### src/hw/rtl/ptwc_pkg.sv
`timescale 1ns / 1ps
`default_nettype none
// ----------------------------------------------------------------------------
// ptwc_pkg
// Shared widths, constants and controller/datapath types of the
// timestamp-to-wall-clock mapper.
// ----------------------------------------------------------------------------
package ptwc_pkg;

	localparam int unsigned TS_W    = 32;
	localparam int unsigned TIME_W  = 64;
	localparam int unsigned FREQ_W  = 32;
	localparam int unsigned KIND_W  = 2;
	localparam int unsigned MUL_W   = 20;
	localparam int unsigned PROD_W  = TS_W + MUL_W;
	localparam int unsigned CNT_W   = $clog2(PROD_W + 1);
	localparam int unsigned PADDR_W = 3;
	localparam int unsigned PDATA_W = 32;

	localparam logic [KIND_W-1:0] KIND_PTS    = 2'd0;
	localparam logic [KIND_W-1:0] KIND_ORIGIN = 2'd1;
	localparam logic [KIND_W-1:0] KIND_SHIFT  = 2'd2;

	localparam logic REG_TICK_FREQ = 1'b0;

	localparam logic [TS_W-1:0]   DRIFT_LIMIT  = 32'd63000;
	localparam logic [TS_W-1:0]   FRAME_STEP   = 32'd3000;
	localparam logic [MUL_W-1:0]  USEC_PER_SEC = 20'd1000000;
	localparam logic [FREQ_W-1:0] FREQ_RESET   = 32'd90000;
	localparam logic [CNT_W-1:0]  DIV_STEPS    = CNT_W'(PROD_W);

	typedef enum logic [2:0] {
		S_IDLE,
		S_JUMP,
		S_TICKS,
		S_MUL,
		S_DIV,
		S_DONE
	} state_t;

	typedef struct packed {
		logic load;
		logic jump;
		logic ticks;
		logic mul;
		logic step;
		logic finish;
	} cmd_t;

	typedef struct packed {
		logic is_pts;
		logic div_last;
		logic out_free;
	} status_t;

endpackage
`default_nettype wire

### src/hw/rtl/ptwc_in_if.sv
`timescale 1ns / 1ps
`default_nettype none
// ----------------------------------------------------------------------------
// ptwc_in_if
// Input channel: one word per timestamp, origin or shift update.
// ----------------------------------------------------------------------------
interface ptwc_in_if;
	import ptwc_pkg::*;

	logic                     valid;
	logic                     ready;
	logic [KIND_W-1:0]        kind;
	logic [TS_W-1:0]          pts;
	logic signed [TIME_W-1:0] local_time_us;
	logic signed [TIME_W-1:0] source_time_us;

	modport source (
		output valid, kind, pts, local_time_us, source_time_us,
		input  ready
	);

	modport sink (
		input  valid, kind, pts, local_time_us, source_time_us,
		output ready
	);

endinterface
`default_nettype wire

### src/hw/rtl/ptwc_out_if.sv
`timescale 1ns / 1ps
`default_nettype none
// ----------------------------------------------------------------------------
// ptwc_out_if
// Output channel: mapped wall-clock time and discontinuity flag.
// ----------------------------------------------------------------------------
interface ptwc_out_if;
	import ptwc_pkg::*;

	logic                     valid;
	logic                     ready;
	logic signed [TIME_W-1:0] timestamp_us;
	logic                     discontinuity;

	modport source (
		output valid, timestamp_us, discontinuity,
		input  ready
	);

	modport sink (
		input  valid, timestamp_us, discontinuity,
		output ready
	);

endinterface
`default_nettype wire

### src/hw/rtl/ptwc_regs.sv
`timescale 1ns / 1ps
`default_nettype none
// ----------------------------------------------------------------------------
// ptwc_regs
// APB register file holding the tick frequency.
// ----------------------------------------------------------------------------
module ptwc_regs (
	input  logic                          clk,
	input  logic                          arst_n,
	input  logic                          psel,
	input  logic                          penable,
	input  logic                          pwrite,
	input  logic [ptwc_pkg::PADDR_W-1:0]  paddr,
	input  logic [ptwc_pkg::PDATA_W-1:0]  pwdata,
	output logic [ptwc_pkg::PDATA_W-1:0]  prdata,
	output logic                          pready,
	output logic [ptwc_pkg::FREQ_W-1:0]   tick_frequency
);
	import ptwc_pkg::*;

	logic              reg_idx;
	logic              wr_en;
	logic [FREQ_W-1:0] freq_q;

	// word addressed, low two bits ignored
	assign reg_idx = paddr[PADDR_W-1];
	assign wr_en   = psel & penable & pwrite;
	assign pready  = 1'b1;

	always_ff @(posedge clk or negedge arst_n) begin
		if (!arst_n) begin
			freq_q <= FREQ_RESET;
		end else if (wr_en && reg_idx == REG_TICK_FREQ) begin
			freq_q <= pwdata;
		end
	end

	assign prdata         = (reg_idx == REG_TICK_FREQ) ? freq_q : '0;
	assign tick_frequency = freq_q;

endmodule
`default_nettype wire

### src/hw/rtl/ptwc_datapath.sv
`timescale 1ns / 1ps
`default_nettype none
// ----------------------------------------------------------------------------
// ptwc_datapath
// Mapping state, jump detection, tick multiply, bit-serial divider and
// output register.
// ----------------------------------------------------------------------------
module ptwc_datapath (
	input  logic                          clk,
	input  logic                          arst_n,
	input  ptwc_pkg::cmd_t                cmd,
	output ptwc_pkg::status_t             status,
	input  logic [ptwc_pkg::KIND_W-1:0]   item_kind,
	input  logic [ptwc_pkg::TS_W-1:0]     item_pts,
	input  logic [ptwc_pkg::TIME_W-1:0]   item_local_time_us,
	input  logic [ptwc_pkg::TIME_W-1:0]   item_source_time_us,
	input  logic [ptwc_pkg::FREQ_W-1:0]   tick_frequency,
	input  logic                          result_ready,
	output logic                          result_valid,
	output logic [ptwc_pkg::TIME_W-1:0]   result_timestamp_us,
	output logic                          result_discontinuity
);
	import ptwc_pkg::*;

	logic [TS_W-1:0]   pts_q;
	logic [TS_W-1:0]   last_pts_q;
	logic              last_seen_q;
	logic [TS_W-1:0]   origin_q;
	logic [TIME_W-1:0] origin_clk_q;
	logic [TIME_W-1:0] shift_q;
	logic              disc_q;
	logic [TS_W-1:0]   ticks_q;
	logic [TIME_W-1:0] base_q;
	logic [PROD_W-1:0] dvd_q;
	logic [FREQ_W-1:0] rem_q;
	logic [FREQ_W-1:0] dsr_q;
	logic [CNT_W-1:0]  cnt_q;
	logic              out_valid_q;
	logic [TIME_W-1:0] ts_q;
	logic              out_disc_q;

	logic [TS_W-1:0]   last_eff;
	logic [TS_W-1:0]   diff;
	logic [TS_W-1:0]   mag;
	logic              jump;
	logic [FREQ_W:0]   shifted;
	logic [FREQ_W+1:0] trial;
	logic              fits;
	logic [FREQ_W-1:0] freq_eff;

	// first timestamp compares against itself
	assign last_eff = last_seen_q ? last_pts_q : pts_q;
	assign diff     = pts_q - last_eff;
	assign mag      = diff[TS_W-1] ? ({TS_W{1'b0}} - diff) : diff;
	assign jump     = mag > DRIFT_LIMIT;

	// restoring divide step
	assign shifted  = {rem_q, dvd_q[PROD_W-1]};
	assign trial    = {1'b0, shifted} - {2'b00, dsr_q};
	assign fits     = ~trial[FREQ_W+1];
	assign freq_eff = (tick_frequency == '0) ? FREQ_W'(1) : tick_frequency;

	always_ff @(posedge clk or negedge arst_n) begin
		if (!arst_n) begin
			last_pts_q   <= '0;
			last_seen_q  <= 1'b0;
			origin_q     <= '0;
			origin_clk_q <= '0;
			shift_q      <= '0;
			disc_q       <= 1'b0;
		end else begin
			if (cmd.load) begin
				case (item_kind)
					KIND_ORIGIN: begin
						origin_q     <= item_pts;
						origin_clk_q <= item_source_time_us;
					end
					KIND_SHIFT: begin
						shift_q <= item_local_time_us - item_source_time_us;
					end
					default: begin
					end
				endcase
			end
			if (cmd.jump) begin
				last_seen_q <= 1'b1;
				last_pts_q  <= pts_q;
				disc_q      <= jump;
				if (jump) begin
					origin_q <= origin_q + diff - FRAME_STEP;
				end
			end
		end
	end

	always_ff @(posedge clk) begin
		if (cmd.load) begin
			pts_q <= item_pts;
		end
		if (cmd.ticks) begin
			ticks_q <= pts_q - origin_q;
			base_q  <= origin_clk_q + shift_q;
		end
		if (cmd.mul) begin
			dvd_q <= {{MUL_W{1'b0}}, ticks_q} * {{TS_W{1'b0}}, USEC_PER_SEC};
			rem_q <= '0;
			dsr_q <= freq_eff;
		end else if (cmd.step) begin
			dvd_q <= {dvd_q[PROD_W-2:0], fits};
			rem_q <= fits ? trial[FREQ_W-1:0] : shifted[FREQ_W-1:0];
		end
		if (cmd.finish) begin
			ts_q       <= base_q + {{(TIME_W-PROD_W){1'b0}}, dvd_q};
			out_disc_q <= disc_q;
		end
	end

	always_ff @(posedge clk or negedge arst_n) begin
		if (!arst_n) begin
			cnt_q       <= '0;
			out_valid_q <= 1'b0;
		end else begin
			if (cmd.mul) begin
				cnt_q <= DIV_STEPS;
			end else if (cmd.step) begin
				cnt_q <= cnt_q - CNT_W'(1);
			end
			if (cmd.finish) begin
				out_valid_q <= 1'b1;
			end else if (result_ready) begin
				out_valid_q <= 1'b0;
			end
		end
	end

	assign status.is_pts   = (item_kind == KIND_PTS);
	assign status.div_last = (cnt_q == CNT_W'(1));
	assign status.out_free = ~out_valid_q | result_ready;

	assign result_valid         = out_valid_q;
	assign result_timestamp_us  = ts_q;
	assign result_discontinuity = out_disc_q;

`ifndef SYNTHESIS
	a_rem_below_divisor: assert property (@(posedge clk) disable iff (!arst_n)
		cmd.step |-> rem_q < dsr_q)
		else $error("divider remainder not below divisor");

	a_divisor_nonzero: assert property (@(posedge clk) disable iff (!arst_n)
		cmd.step |-> dsr_q != '0)
		else $error("divider running with zero divisor");
`endif

endmodule
`default_nettype wire

### src/hw/rtl/ptwc_ctrl.sv
`timescale 1ns / 1ps
`default_nettype none
// ----------------------------------------------------------------------------
// ptwc_ctrl
// Sequencer: accept, jump check, tick difference, multiply, divide, output.
// ----------------------------------------------------------------------------
module ptwc_ctrl (
	input  logic              clk,
	input  logic              arst_n,
	input  logic              item_valid,
	output logic              item_ready,
	input  ptwc_pkg::status_t status,
	output ptwc_pkg::cmd_t    cmd
);
	import ptwc_pkg::*;

	state_t state_q;
	state_t state_d;

	always_ff @(posedge clk or negedge arst_n) begin
		if (!arst_n) begin
			state_q <= S_IDLE;
		end else begin
			state_q <= state_d;
		end
	end

	always_comb begin
		state_d = state_q;
		case (state_q)
			S_IDLE: begin
				// non-timestamp words finish in the accept cycle
				if (item_valid && status.is_pts) begin
					state_d = S_JUMP;
				end
			end
			S_JUMP:  state_d = S_TICKS;
			S_TICKS: state_d = S_MUL;
			S_MUL:   state_d = S_DIV;
			S_DIV: begin
				if (status.div_last) begin
					state_d = S_DONE;
				end
			end
			S_DONE: begin
				if (status.out_free) begin
					state_d = S_IDLE;
				end
			end
			default: state_d = S_IDLE;
		endcase
	end

	always_comb begin
		item_ready = 1'b0;
		cmd        = '0;
		case (state_q)
			S_IDLE: begin
				item_ready = 1'b1;
				cmd.load   = item_valid;
			end
			S_JUMP:  cmd.jump  = 1'b1;
			S_TICKS: cmd.ticks = 1'b1;
			S_MUL:   cmd.mul   = 1'b1;
			S_DIV:   cmd.step  = 1'b1;
			S_DONE:  cmd.finish = status.out_free;
			default: begin
			end
		endcase
	end

`ifndef SYNTHESIS
	a_cmd_onehot: assert property (@(posedge clk) disable iff (!arst_n)
		$onehot0(cmd))
		else $error("more than one datapath command at once");

	a_finish_to_idle: assert property (@(posedge clk) disable iff (!arst_n)
		cmd.finish |=> state_q == S_IDLE && item_ready)
		else $error("sequencer did not return to idle after output");
`endif

endmodule
`default_nettype wire

### src/hw/rtl/pts_to_wallclock_mapper.sv
// a timestamp word goes through jump, ticks, mul, div and done to its result
// origin and shift words are absorbed in the accept cycle and give no result
// no word is taken until a timestamp is through the 52-step restoring divider
// the next word is taken while a finished result waits in the output register
// reset clears mapping state and output valid; tick frequency resets to 90000
`timescale 1ns / 1ps
`default_nettype none
// ----------------------------------------------------------------------------
// pts_to_wallclock_mapper
// Maps 32-bit media timestamps to 64-bit microsecond wall-clock times.
// ----------------------------------------------------------------------------
module pts_to_wallclock_mapper (
	input  logic                          clk,
	input  logic                          arst_n,
	ptwc_in_if.sink                       item,
	ptwc_out_if.source                    result,
	input  logic                          psel,
	input  logic                          penable,
	input  logic                          pwrite,
	input  logic [ptwc_pkg::PADDR_W-1:0]  paddr,
	input  logic [ptwc_pkg::PDATA_W-1:0]  pwdata,
	output logic [ptwc_pkg::PDATA_W-1:0]  prdata,
	output logic                          pready
);
	import ptwc_pkg::*;

	cmd_t              cmd;
	status_t           status;
	logic [FREQ_W-1:0] tick_frequency;
	logic [TIME_W-1:0] ts_word;

	ptwc_regs u_regs (
		.clk            (clk),
		.arst_n         (arst_n),
		.psel           (psel),
		.penable        (penable),
		.pwrite         (pwrite),
		.paddr          (paddr),
		.pwdata         (pwdata),
		.prdata         (prdata),
		.pready         (pready),
		.tick_frequency (tick_frequency)
	);

	ptwc_ctrl u_ctrl (
		.clk        (clk),
		.arst_n     (arst_n),
		.item_valid (item.valid),
		.item_ready (item.ready),
		.status     (status),
		.cmd        (cmd)
	);

	ptwc_datapath u_datapath (
		.clk                  (clk),
		.arst_n               (arst_n),
		.cmd                  (cmd),
		.status               (status),
		.item_kind            (item.kind),
		.item_pts             (item.pts),
		.item_local_time_us   (item.local_time_us),
		.item_source_time_us  (item.source_time_us),
		.tick_frequency       (tick_frequency),
		.result_ready         (result.ready),
		.result_valid         (result.valid),
		.result_timestamp_us  (ts_word),
		.result_discontinuity (result.discontinuity)
	);

	assign result.timestamp_us = ts_word;

endmodule
`default_nettype wire

### src/flat_wrapper.sv
// flat-port wrapper written by rule: the top's interface ports become plain ports
module pts_to_wallclock_mapper_flat import ptwc_pkg::*;
  (clk, arst_n, psel, penable, pwrite, paddr, pwdata, prdata, pready, item_valid, item_kind, item_pts, item_local_time_us, item_source_time_us, item_ready, result_valid, result_timestamp_us, result_discontinuity, result_ready);
  ptwc_in_if item_i ();
  ptwc_out_if result_i ();
  input  logic clk;
  input  logic arst_n;
  input  logic psel;
  input  logic penable;
  input  logic pwrite;
  input  logic [ptwc_pkg::PADDR_W-1:0] paddr;
  input  logic [ptwc_pkg::PDATA_W-1:0] pwdata;
  output logic [ptwc_pkg::PDATA_W-1:0] prdata;
  output logic pready;
  input wire logic [$bits(item_i.valid)-1:0] item_valid;
  input wire logic [$bits(item_i.kind)-1:0] item_kind;
  input wire logic [$bits(item_i.pts)-1:0] item_pts;
  input wire logic [$bits(item_i.local_time_us)-1:0] item_local_time_us;
  input wire logic [$bits(item_i.source_time_us)-1:0] item_source_time_us;
  output wire logic [$bits(item_i.ready)-1:0] item_ready;
  output wire logic [$bits(result_i.valid)-1:0] result_valid;
  output wire logic [$bits(result_i.timestamp_us)-1:0] result_timestamp_us;
  output wire logic [$bits(result_i.discontinuity)-1:0] result_discontinuity;
  input wire logic [$bits(result_i.ready)-1:0] result_ready;
  assign item_i.valid = item_valid;
  assign item_i.kind = item_kind;
  assign item_i.pts = item_pts;
  assign item_i.local_time_us = item_local_time_us;
  assign item_i.source_time_us = item_source_time_us;
  assign item_ready = item_i.ready;
  assign result_valid = result_i.valid;
  assign result_timestamp_us = result_i.timestamp_us;
  assign result_discontinuity = result_i.discontinuity;
  assign result_i.ready = result_ready;
  pts_to_wallclock_mapper u_core (.clk(clk), .arst_n(arst_n), .item(item_i), .result(result_i), .psel(psel), .penable(penable), .pwrite(pwrite), .paddr(paddr), .pwdata(pwdata), .prdata(prdata), .pready(pready));
endmodule
### config.mk
export PLATFORM = sky130hd
export DESIGN_NAME = pts_to_wallclock_mapper_flat
export DESIGN_NICKNAME = d
export VERILOG_FILES = /design/src/hw/rtl/ptwc_pkg.sv /design/src/hw/rtl/ptwc_in_if.sv /design/src/hw/rtl/ptwc_out_if.sv /design/src/hw/rtl/ptwc_regs.sv /design/src/hw/rtl/ptwc_datapath.sv /design/src/hw/rtl/ptwc_ctrl.sv /design/src/hw/rtl/pts_to_wallclock_mapper.sv /design/src/flat_wrapper.sv
export SDC_FILE = /design/constraint.sdc
export NUM_CORES = 2
export LEC_CHECK = 0
export ABC_CLOCK_PERIOD_IN_PS = 19600
export BUFFER_PORTS_ARGS = -buffer_cell sky130_fd_sc_hd__buf_2
export CAP_MARGIN = 30
export CORE_UTILIZATION = 25
export DETAILED_ROUTE_END_ITERATION = 8
export GPL_TIMING_DRIVEN = 0
export HOLD_SLACK_MARGIN = 0.06
export SYNTH_ARGS = -nofsm -noshare
export SYNTH_HDL_FRONTEND = slang
export SYNTH_SLANG_ARGS = --single-unit
export TNS_END_PERCENT = 1
### constraint.sdc
create_clock -name clk -period 19.6 [get_ports clk]
set_input_delay 1.96 -clock clk [delete_from_list [all_inputs] [get_ports clk]]
set_output_delay 1.96 -clock clk [all_outputs]
set_load 0.05 [all_outputs]
# [Word-level counts from Yosys, hierarchy flattened]
# Cells that the tools add are included.
[word_totals] ff_bits=545 latchBits=0 ramBits=0 romBits=0 inputBits=204 out_inout_bits=100 wordCells=83 mem_count=0
[op_classes] n_addsub=10 mul=1 n_div=0 magnitude_cmp=1 eq_ne=11 shifts=0 mux=25 n_bitwise=6 reduce_logical=10
[ops] cell="32-bit 2-to-1 mux" n=8
[ops] cell="52-bit 2-to-1 mux" n=2
[ops] cell="64-bit by 52-bit adder with 64-bit output" n=1
[ops] cell="64-bit adder" n=1
[ops] cell="32-bit subtractor" n=2
[ops] cell="64-bit subtractor" n=1
[ops] cell="32-bit by 14-bit multiplier with 46-bit output, second input constant" n=1
[ops] cell="33-bit by 32-bit subtractor with 34-bit output" n=1
[ops] cell="32-bit adder" n=1
[ops] cell="32-bit by 16-bit greater-than comparator with 1-bit output, second input constant" n=1
[ops] cell="32-bit logical NOT" n=1
[ops] cell="1-bit by 32-bit subtractor with 32-bit output, first input constant" n=1
[ops] cell="32-bit by 12-bit subtractor with 32-bit output, second input constant" n=1
[ops] cell="3-bit case mux with 6 select lines" n=1
[ops] cell="6-bit 2-to-1 mux" n=2
[ops] cell="1-bit 2-to-1 mux" n=9
[ops] cell="3-bit 2-to-1 mux" n=3
[ops] cell="3-bit by 2-bit == test with 1-bit output, second input constant" n=2
[ops] cell="3-bit == test, second input constant" n=2
[ops] cell="6-bit by 1-bit == test with 1-bit output, second input constant" n=1
[ops] cell="6-bit by 1-bit subtractor with 6-bit output, second input constant" n=1
[ops] cell="2-bit inequality test, second input constant" n=2
[ops] cell="2-bit AND reduction" n=2
[ops] cell="2-bit nonzero test" n=2
[ops] cell="other kinds (11)" n=15

# [Longest topological paths before layout]
[logic_depth] ltp_word=7 depth_mapped=29 ltp_nobuf=27

# [Modules after synthesis]
# Synthesis repeated with hierarchy kept, for this count alone.
[unflattened] hier_cells=4488 area_unflattened_um2=43644.4
[modules_own_cells] mod="ptwc_datapath" instances=1 cells_each=4363 area_each_um2=41890.2 seq_area_each_um2=13928.4
[modules_own_cells] mod="ptwc_regs" instances=1 cells_each=105 area_each_um2=1565.3 seq_area_each_um2=812.0
[modules_own_cells] mod="ptwc_ctrl" instances=1 cells_each=20 area_each_um2=188.9 seq_area_each_um2=75.1

# [Least setup slack after synthesis]
# OpenSTA, ideal clock, no wires.
[synth_path] path_type="register to register" start="register u_core.u_datapath.ticks_q[2]" end="register u_core.u_datapath.dvd_q[48] (data pin)" setup_time_ps=260 arrival_time_ps=6322 required_ps=19340 path_slack_ps=13018 stages_incl_launch_ff=25 n_path_buf=0 period_less_slack_ps=6582 path_cell_list="edfxtp_1 inv_1 fa_1 inv_1 fa_1 fa_1 fa_1 ha_1 inv_1 fa_1 inv_1 ha_1 a21oi_1 o21ai_0 a21oi_1 o21bai_1 a311oi_1 o21ai_1 or4b_2 a311oi_2 o21ai_0 a21oi_1 o21ai_1 xor2_1 a22o_1"
[synth_between] elab_chain_len=2
[synth_lines] item="from (decl)" line_no="ptwc_datapath.sv:32" rtl="logic [TS_W-1:0] ticks_q;"
[synth_lines] item="from (signal assigned)" line_no="ptwc_datapath.sv:101" rtl="ticks_q <= pts_q - origin_q;"
[synth_lines] item="32-bit by 14-bit multiplier with 46-bit output" line_no="ptwc_datapath.sv:105" rtl="dvd_q <= {{MUL_W{1'b0}}, ticks_q} * {{TS_W{1'b0}}, USEC_PER_SEC};"
[synth_lines] item="52-bit 2-to-1 mux" line_no="ptwc_datapath.sv:104" rtl="if (cmd.mul) begin"
[synth_lines] item="to (signal assigned)" line_no="ptwc_datapath.sv:105"
[synth_lines] item="to (signal assigned)" line_no="ptwc_datapath.sv:109" rtl="dvd_q <= {dvd_q[PROD_W-2:0], fits};"
[synth_lines] item="to (decl)" line_no="ptwc_datapath.sv:34" rtl="logic [PROD_W-1:0] dvd_q;"
# No other way between the ends.
# A chain may end at the register's enable or synchronous reset.

# [Worst setup path after layout]
[layout_path] start="register u_core.u_datapath.ticks_q[3]" end="register u_core.u_datapath.dvd_q[48] (data pin)"
# The elaborated chain is that of the path after synthesis.

==> flow_summary.ini <==
[run_status]
status = finished, final reports clean

[routing]
wl_um = 127500
via_per_inst = 4.735
dr.pass1.iters = 6
postRouteAntennaNets = 0
drt_iter0_drc = 1941
wl_per_cell_um = 17.45
drc = 0
route.vias.total = 34583

[synthesis]
syn_avg_cell_area_um2 = 9.594
syn_nets = 5361
synth-edff-count = 271
ys_seq_area_share_pct = 34.11
synth-async-reset-ratio_pct = 43.30
yosys_register_bits = 545
synth_top_area_share_pct = 18.74
synth-main-ff-cell = edfxtp_1
netlist_instances = 4527
yosysTopAreaCell = edfxtp_1
ys_types = 90
syn_area_um2 = 43430
yosys-top-cells-area = edfxtp_1 (19%), ha_1 (14%), dfrtp_1 (13%)
synth_common_cells = ha_1 (488), inv_1 (446), nand2_1 (342), o21ai_0 (335), a21oi_1 (334)
yosys_warnings = 0
synth.most_common_cell = ha_1

[critical_path]
worst_ep_arrival_time_ns = 7.79
end_kind = flip-flop
crit_path_max_fanout = 5
crit_path_start_kind = flip-flop
required_ns = 20.02
crit_type = flip-flop to flip-flop

[sta]
maxSlewHeadroom_pct = 31.06
rsz0062_at_grt = no
fin_crit_sh_pct = 37.62
max_freq_mhz = 135.6
setup_viol = 0
worst_pin_slew_ns = 1.034
period_needed_ns = 7.373
final.setup.tns_ns = 0
clock_skew_ns = 0.05749
drv_slew = 0
hold_violations = 0

[floorplan]
ios = 304
die_h_um = 418.8
core_um2 = 172100
start_util_pct = 25.23
dieArea_um2 = 175400
die_x_um = 418.8
rows = 152

[cts]
clockBufferDepth = 3
cts-htree-levels = 3
hold_buffers = 0
clock_latency_ns = 0.70
cts.sinks = 545
cts-root-buf = clkbuf_16
cts_resized = 0
post-cts-setup-buffers = 0
cts_tree = yes
path_clk_slew_ns = 0.06
cts_buffers = 72

[final_layout]
area_delta_synth_final_pct = 16.83
drive_gt1_share_pct = 11.52
multi_input_area_um2 = 26340
fillerInstances = 18100
instances_no_fill = 7304
seqCellArea_um2 = 14820
finalNetCount = 5757

[place]
gp_congestion = 0.8873
portBuffers = 300
place_inst = 7157
dp_hpwl_um = 104300

[global_route]
grt_max_degree = 122
grt-ovfl-total = 0
grt_pass1_wl_um = 195600
grt_use_total_pct = 14.36
grt_pass1_vias = 34393
antenna_found_initial = 41

[run]
drv_cap = 0

[worst_hold_path]
hp-class = flip-flop to flip-flop
-- worst max-delay path, stage by stage (launching register included) --
cell and delay (ns):
edfxtp_1 0.50, inv_1 0.18, fa_1 0.53, inv_1 0.05, fa_1 0.50, fa_1 0.59, fa_1 0.43, ha_1 0.28
inv_1 0.05, fa_1 0.50, inv_1 0.04, ha_1 0.35, a21oi_1 0.16, o21ai_0 0.11, a21oi_1 0.16, o21bai_1 0.10
a311oi_1 0.35, o21ai_1 0.19, or4b_2 0.69, a311oi_2 0.40, o21ai_0 0.23, a21oi_1 0.23, o21ai_1 0.10, xor2_1 0.16
a22o_1 0.19
-- layout make-up --
class	count	area share [%]
antenna	11	0.05425
buffer	158	1.233
clock buffer	97	3.896
clock inverter	37	1.004
inverter	446	3.299
multi-input combinational	3378	51.90
sequential	545	29.20
tap	2310	5.696
timing repair buffer	322	3.714
-- cell families (layout without fill, tap and decap cells) --
family,Yosys count,count (layout),synth area share [%]
AOI/OAI and AO/OA,1240,1240,17.93
buffers and inverters,604,1060,5.287
and+or+nand+nor,1027,1027,11.64
DFF,545,545,34.11
other,1,12,0.008635
adders and majority gates,630,630,20.60
xor gates and xnor gates,302,302,6.090
muxes,178,178,4.330
-- sequential cells by signal (all words and copies together) (netlist names), 52 cells and up --
name,count
u_core.u_datapath.base_q,64
u_core.u_datapath.dvd_q,52
u_core.u_datapath.origin_clk_q,64
u_core.u_datapath.result_timestamp_us,64
u_core.u_datapath.shift_q,64
-- layout by cell type (no fill, tap or decap), types with 12 or more instances in the layout --
master     count
a31oi_1       38
nor4_1        18
o21ai_0      335
and3_1        49
mux2i_1       99
nand2b_1      65
a21oi_1      334
o21bai_1      50
dfrtp_1      227
nand3_1       78
and2_1        26
or2_2         21
inv_1        445
a21o_1       191
a21boi_0      12
mux2_2        77
edfxtp_1     271
a22o_1        15
or3_1         19
nor3_1        57
dfxtp_1       38
ha_1         488
buf_2        301
fa_1         142
nor2_1       181
nand4_1       43
a211oi_1      28
nand2_1      342
a2111oi_0     12
o21a_1        57
nor2b_1       74
clkbuf_16     73
o31ai_1       33
xnor2_1      191
xor2_1       111
o211ai_1      16
clkbuf_1     162
-- final timing paths --
path                       slack (ns)  depth (start not counted)                     startpoint                                 end
min                              0.48                          2  u_core.u_datapath.shift_q[57]       u_core.u_datapath.shift_q[57]
min in group asynchronous        1.12                          1                         arst_n        u_core.u_datapath.shift_q[3]
max reg2reg                     12.23                         24   u_core.u_datapath.ticks_q[3]         u_core.u_datapath.dvd_q[48]
min reg2reg                      0.48                          2  u_core.u_datapath.shift_q[57]       u_core.u_datapath.shift_q[57]
max in group asynchronous       17.54                          2                         arst_n  u_core.u_datapath.origin_clk_q[62]
max                             12.23                         24   u_core.u_datapath.ticks_q[3]         u_core.u_datapath.dvd_q[48]
-- per-stage QoR --
stage	instance area, um^2	worst slack (ns)	hold slack (ns)	util, %
5_1_grt	50730	11.79	0.4930	29.47
2_1_floorplan	43430	13.02	0.4186	-
3_3_place_gp	47820	11.76	0.4658	27.79
4_1_cts	50680	12.23	0.4864	29.44
6_report	50740	12.23	0.4796	29.48
3_5_place_dp	48190	12.27	0.4704	28.00
-- per-layer routing --
| layer | routed length, um | track usage [%] | vias up |
|---|---|---|---|
| li1 | - | - | 16953 |
| met1 | 54740 | 17.70 | 16737 |
| met4 | 4814 | 5.420 | 14 |
| met5 | 100 | 0 | - |
| met2 | 62080 | 25.07 | 674 |
| met3 | 5733 | 2.178 | 205 |
Power is not shown: default switching activity piles up to over one toggle a cycle in this logic, so the estimate is an artifact.
